[config.mk]
export PLATFORM = sky130hd
export DESIGN_NAME = console_lockout_responder
export DESIGN_NICKNAME = d
export VERILOG_FILES = /design/src/sv/clr_pkg.sv /design/src/sv/clr_datapath.sv /design/src/sv/clr_ctrl.sv /design/src/sv/console_lockout_responder.sv
export SDC_FILE = /design/constraint.sdc
export NUM_CORES = 1
export LEC_CHECK = 0
export ABC_AREA = 1
export BUFFER_PORTS_ARGS = -buffer_cell sky130_fd_sc_hd__buf_4
export CORE_MARGIN = 8
export CORE_UTILIZATION = 50
export CTS_CLUSTER_DIAMETER = 50
export DETAILED_ROUTE_END_ITERATION = 12
export GPL_TIMING_DRIVEN = 0
export PLACE_DENSITY = 0.68
export SLEW_MARGIN = 10
export SYNTH_ARGS = -nofsm -noshare
export SYNTH_HDL_FRONTEND = slang
export SYNTH_HIERARCHICAL = 1
export SYNTH_SLANG_ARGS = --single-unit
export TNS_END_PERCENT = 10
[constraint.sdc]
create_clock -name clk_i -period 15.15 [get_ports clk_i]
set_input_delay 1.515 -clock clk_i [delete_from_list [all_inputs] [get_ports clk_i]]
set_output_delay 1.515 -clock clk_i [all_outputs]
set_load 0.02 [all_outputs]
[src/sv/clr_pkg.sv]
// Shared types, constants and helper functions for the console lockout responder.
package clr_pkg;

  // Widths of the configuration registers and the main stores.
  localparam int unsigned SEED_W = 8;
  localparam int unsigned CSUM_W = 48;
  localparam int unsigned CFG_W  = 48;
  localparam int unsigned ADDR_W = 5;
  localparam int unsigned WORD_W = 8;
  localparam int unsigned NIB_W  = 4;

  // Register indexes on the configuration port.
  localparam logic [1:0] CFG_REGION   = 2'd0;
  localparam logic [1:0] CFG_SEED     = 2'd1;
  localparam logic [1:0] CFG_CHECKSUM = 2'd2;

  // Register reset values.
  localparam logic [SEED_W-1:0] SEED_RESET = 8'h3F;
  localparam logic [CSUM_W-1:0] CSUM_RESET = 48'hA536_C0F1_D859;

  // One request in and one result out.
  typedef struct packed {
    logic dio_in;
    logic cold_reset;
  } clr_in_t;

  typedef struct packed {
    logic drive_low;
    logic slot_is_write;
    logic halted;
  } clr_out_t;

  // Datapath operations, one per clock.
  typedef enum logic [4:0] {
    OP_NOP,
    OP_CLEAR,
    OP_SHIFT_CLR,
    OP_SHIFT,
    OP_SHIFT_WRM,
    OP_SHIFT_WRC,
    OP_CMD_FIRST,
    OP_INIT_WR,
    OP_CSUM_WR,
    OP_IMG_WR,
    OP_ADD_LD,
    OP_ADD_STEP,
    OP_MIX_LD,
    OP_MIX1,
    OP_MIX2,
    OP_MIX3,
    OP_MIX4,
    OP_MIX5,
    OP_MIX6,
    OP_MIX7,
    OP_MIX8,
    OP_IDX_LD,
    OP_IDX_STEP,
    OP_XF_INIT,
    OP_XF_STEP
  } clr_op_e;

  typedef struct packed {
    clr_op_e             op;
    logic [ADDR_W-1:0]   addr;
    logic                din;
  } clr_cmd_t;

  typedef struct packed {
    logic [WORD_W-1:0]   main_rd;
    logic [NIB_W-1:0]    chal_rd;
    logic [NIB_W-1:0]    shift;
    logic [ADDR_W-1:0]   idx;
    logic                b_wrap;
    logic                x_done;
  } clr_stat_t;

  // Fixed region images loaded after the checksum.
  localparam logic [NIB_W-1:0] IMG_NTSC [32] = '{
    4'hE, 4'h0, 4'h9, 4'hA, 4'h1, 4'h8, 4'h5, 4'hA, 4'h1, 4'h3, 4'hE,
    4'h1, 4'h0, 4'hD, 4'hE, 4'hC, 4'h0, 4'hB, 4'h1, 4'h4, 4'hF, 4'h8,
    4'hB, 4'h5, 4'h7, 4'hC, 4'hD, 4'h6, 4'h1, 4'hE, 4'h9, 4'h8
  };
  localparam logic [NIB_W-1:0] IMG_PAL [32] = '{
    4'hE, 4'h0, 4'h4, 4'hF, 4'h5, 4'h1, 4'h2, 4'h1, 4'h7, 4'h1, 4'h9,
    4'h8, 4'h5, 4'h7, 4'h5, 4'hA, 4'h0, 4'hB, 4'h1, 4'h2, 4'h3, 4'hF,
    4'h8, 4'h2, 4'h7, 4'h1, 4'h9, 4'h8, 4'h1, 4'h1, 4'h5, 4'hC
  };

  function automatic logic [NIB_W-1:0] img_nib(input logic pal, input logic [ADDR_W-1:0] a);
    img_nib = pal ? IMG_PAL[a] : IMG_NTSC[a];
  endfunction

  // Bit of a nibble sent in slot position k, most significant bit first.
  function automatic logic nib_bit(input logic [NIB_W-1:0] n, input logic [1:0] k);
    nib_bit = n[2'd3 - k];
  endfunction

endpackage

[src/sv/clr_datapath.sv]
// Datapath: main and challenge stores, round arithmetic, read shifter and compare pointer.
module clr_datapath (
  input  logic                         clk_i,
  input  logic                         rst_ni,
  input  logic                         region_pal_i,
  input  logic [clr_pkg::SEED_W-1:0]   seed_value_i,
  input  logic [clr_pkg::CSUM_W-1:0]   checksum_i,
  input  clr_pkg::clr_cmd_t            cmd_i,
  output clr_pkg::clr_stat_t           stat_o
);
  import clr_pkg::*;

  logic [WORD_W-1:0] main_q [32];
  logic [NIB_W-1:0]  chal_q [32];

  logic [WORD_W-1:0] a_q, a_d, x_q, x_d;
  logic [3:0]        b_q, b_d;
  logic [NIB_W-1:0]  acc_q, acc_d, shift_q, shift_d;
  logic              carry_q, carry_d;
  logic [ADDR_W-1:0] idx_q, idx_d;

  logic [ADDR_W-1:0] rd_addr;
  logic [WORD_W-1:0] m;
  logic [NIB_W-1:0]  c;
  logic              we_m, we_c;
  logic [WORD_W-1:0] wm;
  logic [NIB_W-1:0]  wc;
  logic [WORD_W-1:0] s;
  logic [NIB_W-1:0]  sh_next;
  logic [NIB_W-1:0]  csum_nib;
  logic [NIB_W-1:0]  init_nib;
  logic [3:0]        ci;
  logic [5:0]        csh;

  // Challenge transform step, all narrow values.
  logic [4:0]        xf_t0, xf_t1, xf_t3, xf_t4;
  logic [NIB_W-1:0]  xf_a2, xf_a3;

  // The fourth to seventh mix steps walk the upper half with their own pointer.
  assign rd_addr = (cmd_i.op == OP_MIX4 || cmd_i.op == OP_MIX5 ||
                    cmd_i.op == OP_MIX6 || cmd_i.op == OP_MIX7) ? {1'b1, b_q} : cmd_i.addr;
  assign m       = main_q[rd_addr];
  assign c       = chal_q[cmd_i.addr];
  assign sh_next = {shift_q[2:0], cmd_i.din};

  // Checksum nibble for addresses four to fifteen, first nibble at the top.
  assign ci       = cmd_i.addr[3:0] - 4'd4;
  assign csh      = 6'd44 - {ci, 2'b00};
  assign csum_nib = NIB_W'(checksum_i >> csh);

  // Seed image written while the store is swept clear.
  always_comb begin
    unique case (cmd_i.addr)
      5'h0A:        init_nib = 4'hB;
      5'h0B:        init_nib = 4'h5;
      5'h0C, 5'h0E: init_nib = seed_value_i[7:4];
      default:      init_nib = 4'h0;
    endcase
  end

  assign xf_t0 = {1'b0, acc_q} + (c[0] ? 5'd0 : 5'd8);
  assign xf_t1 = xf_t0 + (xf_t0[1] ? 5'd0 : 5'd4);
  assign xf_a2 = xf_t1[3:0] + c;
  assign xf_t3 = {1'b0, xf_a2} + (carry_q ? 5'd0 : 5'd7);
  assign xf_a3 = xf_t3[3:0] + xf_a2;
  assign xf_t4 = {1'b0, xf_a3} + {1'b0, xf_a2} + {4'b0, carry_q};

  // Operation decode.
  always_comb begin
    a_d     = a_q;
    x_d     = x_q;
    b_d     = b_q;
    acc_d   = acc_q;
    carry_d = carry_q;
    shift_d = shift_q;
    idx_d   = idx_q;
    we_m    = 1'b0;
    we_c    = 1'b0;
    wm      = '0;
    wc      = '0;
    s       = '0;
    unique case (cmd_i.op)
      OP_CLEAR: begin
        shift_d = '0;
        idx_d   = '0;
      end
      OP_SHIFT_CLR: shift_d = '0;
      OP_SHIFT:     shift_d = sh_next;
      OP_SHIFT_WRM: begin
        shift_d = sh_next;
        we_m    = 1'b1;
        wm      = {4'b0, sh_next};
      end
      OP_SHIFT_WRC: begin
        shift_d = sh_next;
        we_c    = 1'b1;
        wc      = sh_next;
      end
      OP_CMD_FIRST: shift_d = {3'b0, cmd_i.din};
      OP_INIT_WR: begin
        we_m = 1'b1;
        if (cmd_i.addr == 5'h0D || cmd_i.addr == 5'h0F) begin
          wm = seed_value_i;
        end else begin
          wm = {4'b0, init_nib};
        end
      end
      OP_CSUM_WR: begin
        we_m = 1'b1;
        wm   = {4'b0, csum_nib};
      end
      OP_IMG_WR: begin
        we_m = 1'b1;
        wm   = {4'b0, img_nib(region_pal_i, cmd_i.addr)};
      end
      OP_ADD_LD: a_d = m;
      OP_ADD_STEP: begin
        s    = {4'b0, a_q[3:0] + 4'd1 + m[3:0]};
        we_m = 1'b1;
        wm   = s;
        a_d  = s;
      end
      OP_MIX_LD: begin
        a_d = m;
        x_d = m;
      end
      OP_MIX1: begin
        s    = a_q + m + 8'd1;
        we_m = 1'b1;
        wm   = s;
        a_d  = s;
      end
      OP_MIX2: begin
        s    = a_q + m + 8'd1;
        we_m = 1'b1;
        wm   = ~s;
        a_d  = {4'b0, m[3:0]};
        b_d  = 4'd3;
      end
      OP_MIX3: begin
        s = a_q + {4'b0, m[3:0]} + 8'd1;
        if (s < 8'd16) begin
          we_m = 1'b1;
          wm   = s;
          a_d  = m;
          b_d  = 4'd4;
        end else begin
          a_d = s;
          b_d = 4'd3;
        end
      end
      OP_MIX4: begin
        s    = a_q + m;
        we_m = 1'b1;
        wm   = s;
        a_d  = s;
        b_d  = b_q + 4'd1;
      end
      OP_MIX5: begin
        s    = a_q + m;
        we_m = 1'b1;
        wm   = s;
        a_d  = m;
        b_d  = b_q + 4'd1;
      end
      OP_MIX6: begin
        s = {4'b0, a_q[3:0]} + 8'd8;
        if (s < 8'd16) begin
          s = s + m;
        end
        we_m = 1'b1;
        wm   = s;
        a_d  = m;
        b_d  = b_q + 4'd1;
      end
      OP_MIX7: begin
        s    = a_q + m + 8'd1;
        we_m = 1'b1;
        wm   = s;
        a_d  = s;
        b_d  = b_q + 4'd1;
      end
      OP_MIX8: begin
        s   = x_q + 8'h0F;
        a_d = s;
        x_d = {4'b0, s[3:0]};
      end
      OP_IDX_LD: idx_d = {1'b1, (m[3:0] == 4'd0) ? 4'd1 : m[3:0]};
      OP_IDX_STEP: idx_d = region_pal_i ? idx_q - 5'd1 : idx_q + 5'd1;
      OP_XF_INIT: begin
        acc_d   = 4'd5;
        carry_d = 1'b1;
      end
      OP_XF_STEP: begin
        carry_d = xf_t4[4];
        acc_d   = ~xf_t4[3:0];
        we_c    = 1'b1;
        wc      = ~xf_t4[3:0];
      end
      default: begin
      end
    endcase
  end

  // Control registers of the datapath.
  always_ff @(posedge clk_i or negedge rst_ni) begin
    if (!rst_ni) begin
      shift_q <= '0;
      idx_q   <= '0;
    end else begin
      shift_q <= shift_d;
      idx_q   <= idx_d;
    end
  end

  // Working registers of the rounds.
  always_ff @(posedge clk_i) begin
    a_q     <= a_d;
    x_q     <= x_d;
    b_q     <= b_d;
    acc_q   <= acc_d;
    carry_q <= carry_d;
  end

  // Stores, one write each per clock.
  always_ff @(posedge clk_i) begin
    if (we_m) begin
      main_q[rd_addr] <= wm;
    end
    if (we_c) begin
      chal_q[cmd_i.addr] <= wc;
    end
  end

  assign stat_o.main_rd = m;
  assign stat_o.chal_rd = c;
  assign stat_o.shift   = shift_q;
  assign stat_o.idx     = idx_q;
  assign stat_o.b_wrap  = (b_q == 4'hF);
  assign stat_o.x_done  = (x_q[3:0] == 4'h0);

endmodule

[src/sv/clr_ctrl.sv]
// Controller: protocol phase, slot counter, round sequencer and result register.
module clr_ctrl (
  input  logic                 clk_i,
  input  logic                 rst_ni,
  input  logic                 region_pal_i,
  input  logic                 in_valid_i,
  output logic                 in_stall_o,
  input  clr_pkg::clr_in_t     in_data_i,
  output logic                 out_valid_o,
  input  logic                 out_stall_i,
  output clr_pkg::clr_out_t    out_data_o,
  output clr_pkg::clr_cmd_t    cmd_o,
  input  clr_pkg::clr_stat_t   stat_i
);
  import clr_pkg::*;

  // Sequencer states.
  localparam logic [4:0] S_IDLE     = 5'd0;
  localparam logic [4:0] S_EVAL     = 5'd1;
  localparam logic [4:0] S_DONE     = 5'd2;
  localparam logic [4:0] S_INIT_CLR = 5'd3;
  localparam logic [4:0] S_ADD_LD   = 5'd4;
  localparam logic [4:0] S_ADD_STEP = 5'd5;
  localparam logic [4:0] S_CSUM_WR  = 5'd6;
  localparam logic [4:0] S_IMG_WR   = 5'd7;
  localparam logic [4:0] S_MIX_LD   = 5'd8;
  localparam logic [4:0] S_MIX1     = 5'd9;
  localparam logic [4:0] S_MIX2     = 5'd10;
  localparam logic [4:0] S_MIX3     = 5'd11;
  localparam logic [4:0] S_MIX4     = 5'd12;
  localparam logic [4:0] S_MIX5     = 5'd13;
  localparam logic [4:0] S_MIX6     = 5'd14;
  localparam logic [4:0] S_MIX7     = 5'd15;
  localparam logic [4:0] S_MIX8     = 5'd16;
  localparam logic [4:0] S_IDX_LD   = 5'd17;
  localparam logic [4:0] S_XF_INIT  = 5'd18;
  localparam logic [4:0] S_XF_STEP  = 5'd19;

  // Protocol phases.
  localparam logic [3:0] PH_WAIT   = 4'd0;
  localparam logic [3:0] PH_HELLO  = 4'd1;
  localparam logic [3:0] PH_SEED   = 4'd2;
  localparam logic [3:0] PH_MARK   = 4'd3;
  localparam logic [3:0] PH_CSUM   = 4'd4;
  localparam logic [3:0] PH_INITRD = 4'd5;
  localparam logic [3:0] PH_CMD    = 4'd6;
  localparam logic [3:0] PH_CMPRD  = 4'd7;
  localparam logic [3:0] PH_CMPWR  = 4'd8;
  localparam logic [3:0] PH_XAA    = 4'd9;
  localparam logic [3:0] PH_XRD    = 4'd10;
  localparam logic [3:0] PH_XMARK  = 4'd11;
  localparam logic [3:0] PH_XWR    = 4'd12;
  localparam logic [3:0] PH_RSTBIT = 4'd13;
  localparam logic [3:0] PH_HALT   = 4'd14;

  // Command codes formed from the two command bits.
  localparam logic [1:0] CMD_COMPARE   = 2'd0;
  localparam logic [1:0] CMD_DIE       = 2'd1;
  localparam logic [1:0] CMD_CHALLENGE = 2'd2;
  localparam logic [1:0] CMD_RESET     = 2'd3;

  logic [4:0]        st_q, st_d;
  logic [3:0]        ph_q, ph_d;
  logic [6:0]        cnt_q, cnt_d;
  logic [ADDR_W-1:0] uc_q, uc_d;
  logic [1:0]        rnd_q, rnd_d;
  logic              add_hi_q, add_hi_d;
  logic              stop_q, stop_d;
  logic              din_q, cold_q;
  clr_out_t          res_q, res_d;
  logic              out_valid_q, out_valid_d;
  clr_out_t          out_q, out_d;

  logic              wr, bit_val;
  logic [1:0]        kb;
  logic [ADDR_W-1:0] kn;
  logic [6:0]        cnt_inc;
  logic [ADDR_W-1:0] nidx;
  logic [NIB_W-1:0]  hello;
  logic [1:0]        code;

  assign kb      = cnt_q[1:0];
  assign kn      = cnt_q[6:2];
  assign cnt_inc = cnt_q + 7'd1;
  assign hello   = region_pal_i ? 4'h5 : 4'h1;
  assign nidx    = region_pal_i ? stat_i.idx - 5'd1 : stat_i.idx + 5'd1;
  assign code    = {stat_i.shift[0], din_q};

  // Slot evaluation and round sequencing.
  always_comb begin
    st_d      = st_q;
    ph_d      = ph_q;
    cnt_d     = cnt_q;
    uc_d      = uc_q;
    rnd_d     = rnd_q;
    add_hi_d  = add_hi_q;
    stop_d    = stop_q;
    res_d     = res_q;
    wr        = 1'b0;
    bit_val   = 1'b1;
    cmd_o.op   = OP_NOP;
    cmd_o.addr = '0;
    cmd_o.din  = din_q;
    unique case (st_q)
      S_IDLE: begin
        if (in_valid_i) begin
          st_d = S_EVAL;
        end
      end
      S_EVAL: begin
        st_d = S_DONE;
        if (cold_q) begin
          ph_d     = PH_WAIT;
          cnt_d    = '0;
          stop_d   = 1'b0;
          cmd_o.op = OP_CLEAR;
        end else begin
          unique case (ph_q)
            PH_WAIT: begin
              wr      = 1'b1;
              bit_val = nib_bit(hello, 2'd0);
              cnt_d   = 7'd1;
              ph_d    = PH_HELLO;
              uc_d    = '0;
              st_d    = S_INIT_CLR;
            end
            PH_HELLO: begin
              wr      = 1'b1;
              bit_val = nib_bit(hello, kb);
              if (cnt_q == 7'd3) begin
                ph_d  = PH_SEED;
                cnt_d = '0;
              end else begin
                cnt_d = cnt_inc;
              end
            end
            PH_SEED: begin
              wr         = 1'b1;
              cmd_o.addr = 5'h0A + kn;
              bit_val    = nib_bit(stat_i.main_rd[3:0], kb);
              if (cnt_q == 7'd23) begin
                ph_d  = PH_MARK;
                cnt_d = '0;
                uc_d  = 5'd4;
                st_d  = S_CSUM_WR;
              end else begin
                cnt_d = cnt_inc;
              end
            end
            PH_MARK: begin
              wr      = 1'b1;
              bit_val = 1'b0;
              ph_d    = PH_CSUM;
              cnt_d   = '0;
            end
            PH_CSUM: begin
              wr         = 1'b1;
              cmd_o.addr = kn;
              bit_val    = nib_bit(stat_i.main_rd[3:0], kb);
              if (cnt_q == 7'd63) begin
                ph_d     = PH_INITRD;
                cnt_d    = '0;
                cmd_o.op = OP_SHIFT_CLR;
                uc_d     = '0;
                st_d     = S_IMG_WR;
              end else begin
                cnt_d = cnt_inc;
              end
            end
            PH_INITRD: begin
              if (cnt_q == 7'd3) begin
                cmd_o.op   = OP_SHIFT_WRM;
                cmd_o.addr = 5'h01;
              end else if (cnt_q == 7'd7) begin
                cmd_o.op   = OP_SHIFT_WRM;
                cmd_o.addr = 5'h11;
              end else begin
                cmd_o.op = OP_SHIFT;
              end
              if (cnt_q == 7'd7) begin
                ph_d  = PH_CMD;
                cnt_d = '0;
              end else begin
                cnt_d = cnt_inc;
              end
            end
            PH_CMD: begin
              if (cnt_q == 7'd0) begin
                cmd_o.op = OP_CMD_FIRST;
                cnt_d    = 7'd1;
              end else begin
                cnt_d = '0;
                unique case (code)
                  CMD_COMPARE: begin
                    ph_d  = PH_CMPRD;
                    rnd_d = 2'd2;
                    st_d  = S_MIX_LD;
                  end
                  CMD_CHALLENGE: ph_d = PH_XAA;
                  CMD_RESET:     ph_d = PH_RSTBIT;
                  CMD_DIE: begin
                    stop_d = 1'b1;
                    ph_d   = PH_HALT;
                  end
                  default: ph_d = PH_HALT;
                endcase
              end
            end
            PH_CMPRD: ph_d = PH_CMPWR;
            PH_CMPWR: begin
              wr         = 1'b1;
              cmd_o.addr = stat_i.idx;
              cmd_o.op   = OP_IDX_STEP;
              bit_val    = stat_i.main_rd[0];
              ph_d       = (nidx[3:0] != 4'd0) ? PH_CMPRD : PH_CMD;
            end
            PH_XAA: begin
              wr      = 1'b1;
              bit_val = nib_bit(4'hA, kb);
              if (cnt_q == 7'd7) begin
                ph_d     = PH_XRD;
                cnt_d    = '0;
                cmd_o.op = OP_SHIFT_CLR;
              end else begin
                cnt_d = cnt_inc;
              end
            end
            PH_XRD: begin
              cmd_o.op   = (kb == 2'd3) ? OP_SHIFT_WRC : OP_SHIFT;
              cmd_o.addr = kn;
              if (cnt_q == 7'd119) begin
                ph_d  = PH_XMARK;
                cnt_d = '0;
                st_d  = S_XF_INIT;
              end else begin
                cnt_d = cnt_inc;
              end
            end
            PH_XMARK: begin
              wr      = 1'b1;
              bit_val = 1'b0;
              ph_d    = PH_XWR;
              cnt_d   = '0;
            end
            PH_XWR: begin
              wr         = 1'b1;
              cmd_o.addr = kn;
              bit_val    = nib_bit(stat_i.chal_rd, kb);
              if (cnt_q == 7'd119) begin
                ph_d  = PH_CMD;
                cnt_d = '0;
              end else begin
                cnt_d = cnt_inc;
              end
            end
            PH_RSTBIT: begin
              wr      = 1'b1;
              bit_val = 1'b0;
              ph_d    = PH_CMD;
              cnt_d   = '0;
            end
            default: begin
              stop_d = 1'b1;
              ph_d   = PH_HALT;
            end
          endcase
        end
        res_d.drive_low     = wr & ~bit_val;
        res_d.slot_is_write = wr;
        res_d.halted        = stop_d;
      end
      S_DONE: begin
        if (!out_valid_q || !out_stall_i) begin
          st_d = S_IDLE;
        end
      end
      S_INIT_CLR: begin
        cmd_o.op   = OP_INIT_WR;
        cmd_o.addr = uc_q;
        uc_d       = uc_q + 5'd1;
        if (uc_q == 5'd31) begin
          add_hi_d = 1'b1;
          rnd_d    = 2'd1;
          st_d     = S_ADD_LD;
        end
      end
      S_CSUM_WR: begin
        cmd_o.op   = OP_CSUM_WR;
        cmd_o.addr = uc_q;
        uc_d       = uc_q + 5'd1;
        if (uc_q == 5'd15) begin
          add_hi_d = 1'b0;
          rnd_d    = 2'd3;
          st_d     = S_ADD_LD;
        end
      end
      S_ADD_LD: begin
        cmd_o.op   = OP_ADD_LD;
        cmd_o.addr = add_hi_q ? 5'h0A : 5'h00;
        uc_d       = cmd_o.addr + 5'd1;
        st_d       = S_ADD_STEP;
      end
      S_ADD_STEP: begin
        cmd_o.op   = OP_ADD_STEP;
        cmd_o.addr = uc_q;
        uc_d       = uc_q + 5'd1;
        if (uc_q[3:0] == 4'hF) begin
          if (rnd_q == 2'd0) begin
            st_d = S_DONE;
          end else begin
            rnd_d = rnd_q - 2'd1;
            st_d  = S_ADD_LD;
          end
        end
      end
      S_IMG_WR: begin
        cmd_o.op   = OP_IMG_WR;
        cmd_o.addr = uc_q;
        uc_d       = uc_q + 5'd1;
        if (uc_q == 5'd31) begin
          st_d = S_DONE;
        end
      end
      S_MIX_LD: begin
        cmd_o.op   = OP_MIX_LD;
        cmd_o.addr = 5'h1F;
        st_d       = S_MIX1;
      end
      S_MIX1: begin
        cmd_o.op   = OP_MIX1;
        cmd_o.addr = 5'h11;
        st_d       = S_MIX2;
      end
      S_MIX2: begin
        cmd_o.op   = OP_MIX2;
        cmd_o.addr = 5'h12;
        st_d       = S_MIX3;
      end
      S_MIX3: begin
        cmd_o.op   = OP_MIX3;
        cmd_o.addr = 5'h13;
        st_d       = S_MIX4;
      end
      S_MIX4: begin
        cmd_o.op = OP_MIX4;
        st_d     = S_MIX5;
      end
      S_MIX5: begin
        cmd_o.op = OP_MIX5;
        st_d     = S_MIX6;
      end
      S_MIX6: begin
        cmd_o.op = OP_MIX6;
        st_d     = S_MIX7;
      end
      S_MIX7: begin
        cmd_o.op = OP_MIX7;
        if (stat_i.b_wrap) begin
          st_d = S_MIX8;
        end
      end
      S_MIX8: begin
        cmd_o.op = OP_MIX8;
        if (stat_i.x_done) begin
          if (rnd_q == 2'd0) begin
            st_d = S_IDX_LD;
          end else begin
            rnd_d = rnd_q - 2'd1;
            st_d  = S_MIX_LD;
          end
        end else begin
          st_d = S_MIX1;
        end
      end
      S_IDX_LD: begin
        cmd_o.op   = OP_IDX_LD;
        cmd_o.addr = 5'h17;
        st_d       = S_DONE;
      end
      S_XF_INIT: begin
        cmd_o.op = OP_XF_INIT;
        uc_d     = '0;
        st_d     = S_XF_STEP;
      end
      S_XF_STEP: begin
        cmd_o.op   = OP_XF_STEP;
        cmd_o.addr = uc_q;
        uc_d       = uc_q + 5'd1;
        if (uc_q == 5'd29) begin
          st_d = S_DONE;
        end
      end
      default: st_d = S_IDLE;
    endcase
  end

  // Output register: a finished result waits here while the next request comes in.
  always_comb begin
    out_valid_d = out_valid_q;
    out_d       = out_q;
    if (out_valid_q && !out_stall_i) begin
      out_valid_d = 1'b0;
    end
    if (st_q == S_DONE && (!out_valid_q || !out_stall_i)) begin
      out_valid_d = 1'b1;
      out_d       = res_q;
    end
  end

  always_ff @(posedge clk_i or negedge rst_ni) begin
    if (!rst_ni) begin
      st_q        <= S_IDLE;
      ph_q        <= PH_WAIT;
      cnt_q       <= '0;
      uc_q        <= '0;
      rnd_q       <= '0;
      add_hi_q    <= 1'b0;
      stop_q      <= 1'b0;
      out_valid_q <= 1'b0;
    end else begin
      st_q        <= st_d;
      ph_q        <= ph_d;
      cnt_q       <= cnt_d;
      uc_q        <= uc_d;
      rnd_q       <= rnd_d;
      add_hi_q    <= add_hi_d;
      stop_q      <= stop_d;
      out_valid_q <= out_valid_d;
    end
  end

  // Request and result payload.
  always_ff @(posedge clk_i) begin
    if (st_q == S_IDLE && in_valid_i) begin
      din_q  <= in_data_i.dio_in;
      cold_q <= in_data_i.cold_reset;
    end
    res_q <= res_d;
    out_q <= out_d;
  end

  assign in_stall_o  = (st_q != S_IDLE);
  assign out_valid_o = out_valid_q;
  assign out_data_o  = out_q;

`ifndef SYNTH
  // A request taken always moves the controller to slot evaluation.
  assert property (@(posedge clk_i) disable iff (!rst_ni)
    in_valid_i && !in_stall_o |=> st_q == S_EVAL)
    else $error("accepted request not evaluated");

  // The halted flag clears only by cold reset.
  assert property (@(posedge clk_i) disable iff (!rst_ni)
    stop_q && !(st_q == S_EVAL && cold_q) |=> stop_q)
    else $error("halted flag dropped without cold reset");

  // Once halted the block only reads.
  assert property (@(posedge clk_i) disable iff (!rst_ni)
    out_valid_o && out_data_o.halted |-> !out_data_o.slot_is_write)
    else $error("transmit slot while halted");

  // The line is only pulled low in a transmit slot.
  assert property (@(posedge clk_i) disable iff (!rst_ni)
    out_valid_o && out_data_o.drive_low |-> out_data_o.slot_is_write)
    else $error("drive low in a read slot");
`endif

endmodule

[src/sv/console_lockout_responder.sv]
// Top level of the console lockout responder: configuration registers and the two halves.
//
// Each request is one data-clock bit slot and yields one result saying whether the
// block pulls the data line low. A plain slot goes from request to result through
// the take, evaluate and hand-over states. Slots that end a protocol stage run the
// round sequencer on the single-port stores before the result is released: the
// first slot after cold reset, the last seed bit, the last checksum bit, the last
// challenge nibble, and a compare command (three mix rounds of up to sixteen passes
// each, plus the pointer load). A new request is taken while an earlier result
// still waits in the output register.
module console_lockout_responder (
  input  logic                          clk_i,
  input  logic                          rst_ni,
  input  logic                          in_valid_i,
  output logic                          in_stall_o,
  input  clr_pkg::clr_in_t              in_data_i,
  output logic                          out_valid_o,
  input  logic                          out_stall_i,
  output clr_pkg::clr_out_t             out_data_o,
  input  logic                          cfg_we_i,
  input  logic [1:0]                    cfg_idx_i,
  input  logic [clr_pkg::CFG_W-1:0]     cfg_wdata_i
);
  import clr_pkg::*;

  logic              region_pal_q;
  logic [SEED_W-1:0] seed_q;
  logic [CSUM_W-1:0] csum_q;
  clr_cmd_t          cmd;
  clr_stat_t         stat;

  // Configuration registers.
  always_ff @(posedge clk_i or negedge rst_ni) begin
    if (!rst_ni) begin
      region_pal_q <= 1'b0;
      seed_q       <= SEED_RESET;
      csum_q       <= CSUM_RESET;
    end else if (cfg_we_i) begin
      unique case (cfg_idx_i)
        CFG_REGION:   region_pal_q <= cfg_wdata_i[0];
        CFG_SEED:     seed_q       <= cfg_wdata_i[SEED_W-1:0];
        CFG_CHECKSUM: csum_q       <= cfg_wdata_i[CSUM_W-1:0];
        default: begin
        end
      endcase
    end
  end

  clr_ctrl u_ctrl (
    .clk_i        (clk_i),
    .rst_ni       (rst_ni),
    .region_pal_i (region_pal_q),
    .in_valid_i   (in_valid_i),
    .in_stall_o   (in_stall_o),
    .in_data_i    (in_data_i),
    .out_valid_o  (out_valid_o),
    .out_stall_i  (out_stall_i),
    .out_data_o   (out_data_o),
    .cmd_o        (cmd),
    .stat_i       (stat)
  );

  clr_datapath u_dp (
    .clk_i        (clk_i),
    .rst_ni       (rst_ni),
    .region_pal_i (region_pal_q),
    .seed_value_i (seed_q),
    .checksum_i   (csum_q),
    .cmd_i        (cmd),
    .stat_o       (stat)
  );

endmodule
Word-level counts from Yosys, hierarchy flattened
Memories as Yosys holds them, arrays and structs flattened.
Index checks and enable logic that the tools add are counted.
W data, S select, Z words.
- register bits: 124
- bits in writable memories: 384
- ROM bits: 256
- bits of input ports: 57
- output and inout port bits: 5
- logic and storage cells: 351
- memories: 4
- memories (memory ; words ; width ; read ports ; clocked after Yosys merged registers in ; wr ports ; line ; RTL):
    u_dp.main_q ; 32 ; 8 ; 1 ; 0 ; 1 ; clr_datapath.sv:13 ; logic [WORD_W-1:0] main_q [32];
    (name not given) ; 32 ; 4 ; 1 ; 0 ; 0 ; clr_pkg.sv:90 ; img_nib = pal ? IMG_PAL[a] : IMG_NTSC[a];
    (name not given) ; 32 ; 4 ; 1 ; 0 ; 0 ; clr_pkg.sv:90 ;
    u_dp.chal_q ; 32 ; 4 ; 1 ; 0 ; 1 ; clr_datapath.sv:14 ; logic [NIB_W-1:0] chal_q [32];
- add/subtract/negate cells: 27
- magnitude comparators: 4
- equal/unequal tests: 102
- shift operators: 1
- muxes and demuxes: 125
- bitwise logic cells: 5
- reductions and logical operators: 57
- operator list (cell ; count):
    $eq A5 B4 Y1 const B ; 23
    $mux W5 ; 21
    $pmux W5 S20 ; 1
    $pmux W5 S18 ; 1
    $pmux W8 S10 ; 1
    $eq A5 B5 Y1 const B ; 15
    $mux W4 ; 18
    $pmux W4 S14 ; 1
    $pmux W7 S8 ; 1
    $pmux W8 S7 ; 1
    $shr A48 B6 Y4 ; 1
    $mux W7 ; 6
    $eq A5 B3 Y1 const B ; 8
    $pmux W5 S4 ; 2
    $pmux W5 S8 ; 1
    $eq A4 B4 Y1 const B ; 8
    $mux W8 ; 4
    $mux W3 ; 10
    $pmux W5 S3 ; 2
    $pmux W5 S6 ; 1
    $pmux W5 S5 ; 1
    $add A4 B4 Y4 ; 6
    $mux W1 ; 24
    $pmux W4 S3 ; 2
    other kinds (76) ; 162

Longest topological paths before layout
An unclocked memory read counts as a cell.
- depth in word-level cells: 19
- gate-level depth with buffers: 45
- depth with buffers taken out: 42

Cells and area by module
Netlist, hierarchy kept.
- modules (own cells, without submodules) (module ; instances ; cells an instance ; area an instance (um^2) ; seq. area each (um^2)):
    clr_datapath ; 1 ; 1989 ; 20349.5 ; 12507.0
    clr_ctrl ; 1 ; 507 ; 3215.6 ; 890.9
    console_lockout_responder ; 1 ; 258 ; 2429.8 ; 1462.7

Worst setup path after synthesis
OpenSTA, ideal clock, no wires.
- kind: register to register
- start point: register u_ctrl.cnt_q[0]
- end point: memory u_dp.main_q[0][4] (data pin)
- library setup time: 0.454 ns
- data arrival time: 5.523 ns
- data required time: 14.696 ns
- path slack: 9.173 ns
- cell stages (with the launch flop): 31
- buffers on the path: 2
- clock period less this slack: 5.977 ns
- cell sequence: dfrtp_1 > clkbuf_1 > inv_1 > ha_1 > nand3_1 > nor2_2 > nor2_1 > nand3_1 > nand2_1 > nand2_1 > nor2_4 > nand2_2 > buf_6 > o21ai_4 > nand2_2 > or2_2 > nand4_1 > nand2_1 > nand2_1 > nor2_1 > nand2_1 > inv_2 > ha_1 > fa_1 > or2_2 > nand2_1 > inv_1 > nand2_1 > nor2_1 > xnor2_1 > o21ai_0
- RTL lines (what ; line ; RTL):
    start, declared ; clr_ctrl.sv:64 ; logic [6:0] cnt_q, cnt_d;
    start signal, assigned ; clr_ctrl.sv:423 ; cnt_q <= cnt_d;
    end, declared ; clr_datapath.sv:13 ;

==> metrics <==
Area growth syn-to-layout=14.2%; Slew HR=~20%; Final Hold Vio Count=0; Setup Buffers After CTS=0; Worst-Margin Slew=approximately 1.2 ns; Design Area, Final=0.0296 mm²; DR pass1 iterations=6; Initial Util=50.6%; most frequent cells in the layout=nand2_1 (728), edfxtp_1 (417), nor2_1 (304); global-route wire length before repair=119000 µm; # IOs=slightly above 60; core box area=around 0.05 mm²; Final HPWL DP=about 55000 µm; Final setup viols=0; routed vias=approximately 21000; CP Max Fanout=10; Placement Rows=83; hold_buf cts=0; synthesized area per cell=between 9 and 10 µm²; Setup CP Type=register to register; class of the most critical hold timing path=register to register; Synth Net Count=about 2900; Mapped Area=around 0.026 mm²; Place WS=6.39 ns; number of global-route vias before repair=around 20000; CP endpoint kind=register; Peak Freq=between 0.1 and 0.15 GHz; Tot Pwr=slightly above 6000 µW; Die Span X=244 µm; initial antenna violation count=0; Lkg Pwr=between 0.01 and 0.015 µW; wire per inst=roughly 22 µm; Vias per Instance=roughly 5.8; Ys Warns=6; Routed Antenna Nets=0; Worst-Skew Late Latency=0.64 ns; Final Util=57.8%; Residual DRC=0; max_cap viols=0; Worst EP required=approximately 15 ns; Post-DP Area=roughly 0.028 mm²; clock transition at the registers of the reported paths=roughly 0.060 ns; Final WS setup=6.48 ns; slowest CP cell=nor2_1; post-CTS sizing=0; RSZ-0062 raised after global routing=false; All-Layer GR Usage=25.5%; clock skew=between 0.03 and 0.04 ns; fin crit period=between 8 and 9 ns; Max Buffers Root-to-Sink=3; routability cong.=0.933; H-tree depth=2; startpoint types=register; Routed Wire Length=around 80000 µm; CTS Sinks=508; initial DRC count=~2400; share of cells above drive strength 1=a little over an eighth; max-slew violation count=0; setup_tns=0 ns; commonest non-fill, non-tap cell in the layout=nand2_1; largest net degree at the start of global routing=92; Remaining Overflow, GRT=0; run status=finished, final reports clean; FILL cells=roughly 4500; Die Y=~240 µm; reg2reg path depth=33; Final Net Count=~3000; root buffer cell=clkbuf_16; CTS buffer count=60; CTS tree=done; hold path depth=0; fin crit share=57.2%; Crit path largest cell delay=slightly above 0.8 ns; gate count of the mapped netlist=2751; IO buf count=59; Inserted Diodes=0; worst endpoint data arrival time=8.92 ns; Critical Path Most Common Cell=nand2_1; peak supply drop=122 µV; power per cell area=between 200 and 250 mW/mm²; Die ar.=just under 0.06 mm²
[report_power, final]
| group | internal, µW | switching [µW] | total [µW] |
|---|---|---|---|
| Sequential | 1690 | 61.5 | 1750 |
| Clock | 885 | 613 | 1500 |
| Combinational | 860 | 2070 | 2930 |
[path summary, 6_finish.rpt]
path                                       from                    to  slack (ns)
worst max-delay path             u_ctrl/ph_q[2]    u_dp/main_q[15][7]        6.48
worst min-delay path            u_ctrl/res_q[1]  u_ctrl/out_data_o[1]        0.42
worst max register to register   u_ctrl/ph_q[2]    u_dp/main_q[15][7]        6.48
worst min register to register  u_ctrl/res_q[1]  u_ctrl/out_data_o[1]        0.42
max in group asynchronous                rst_ni            csum_q[39]       13.56
min in group asynchronous                rst_ni       u_ctrl/rnd_q[0]        0.98
[flip-flops by register name, summed over array words and instances, names as in the netlist]
signal              flops
csum_q                 48
region_pal_q            1
seed_q                  8
u_ctrl/add_hi_q         1
u_ctrl/cnt_q            7
u_ctrl/cold_q           1
u_ctrl/din_q            1
u_ctrl/out_data_o       3
u_ctrl/out_valid_o      1
u_ctrl/ph_q             4
u_ctrl/res_q            3
u_ctrl/rnd_q            2
u_ctrl/st_q             5
u_ctrl/stop_q           1
u_ctrl/uc_q             5
u_dp/a_q                8
u_dp/acc_q              4
u_dp/b_q                4
u_dp/carry_q            1
u_dp/chal_q           128
u_dp/idx_q              5
u_dp/main_q           256
u_dp/shift_q            3
u_dp/x_q                8
[metrics by stage]
stage	hold WS, ns	std cells
global route	0.426	3615
floorplan	0.400	2751
finish	0.422	3615
global placement	0.406	3490
CTS	0.419	3614
detailed placement	0.406	3500
[area by class of cell]
type                    instances  area, µm²  share of cell area [%]
plain buffers                 101        572                    1.93
clock inverters                46        537                    1.81
inverters                     252        946                    3.19
well taps                     680        851                    2.87
repair buffers                 70        623                    2.10
flip-flops and latches        508      14800                    50.1
multi-input cells            1890       9720                    32.8
clock buffers                  68       1550                    5.23
[critical path: cells and delay by family, from the launching register on]
kind,cells,cell delay [ns]
simple gates,21,5.19
compound gates,4,1.18
buf+inv,7,1.04
flops,1,0.48
fa+ha+maj,1,0.38
[layer usage]
layer / GRT usage (%) / routed length [µm]
met1: 34.9 / 32700
met2: 40.2 / 35400
met3: 5.27 / 7530
met4: 8.59 / 2540
met5: 0 / 0
Power figures use the tool's default switching activity.
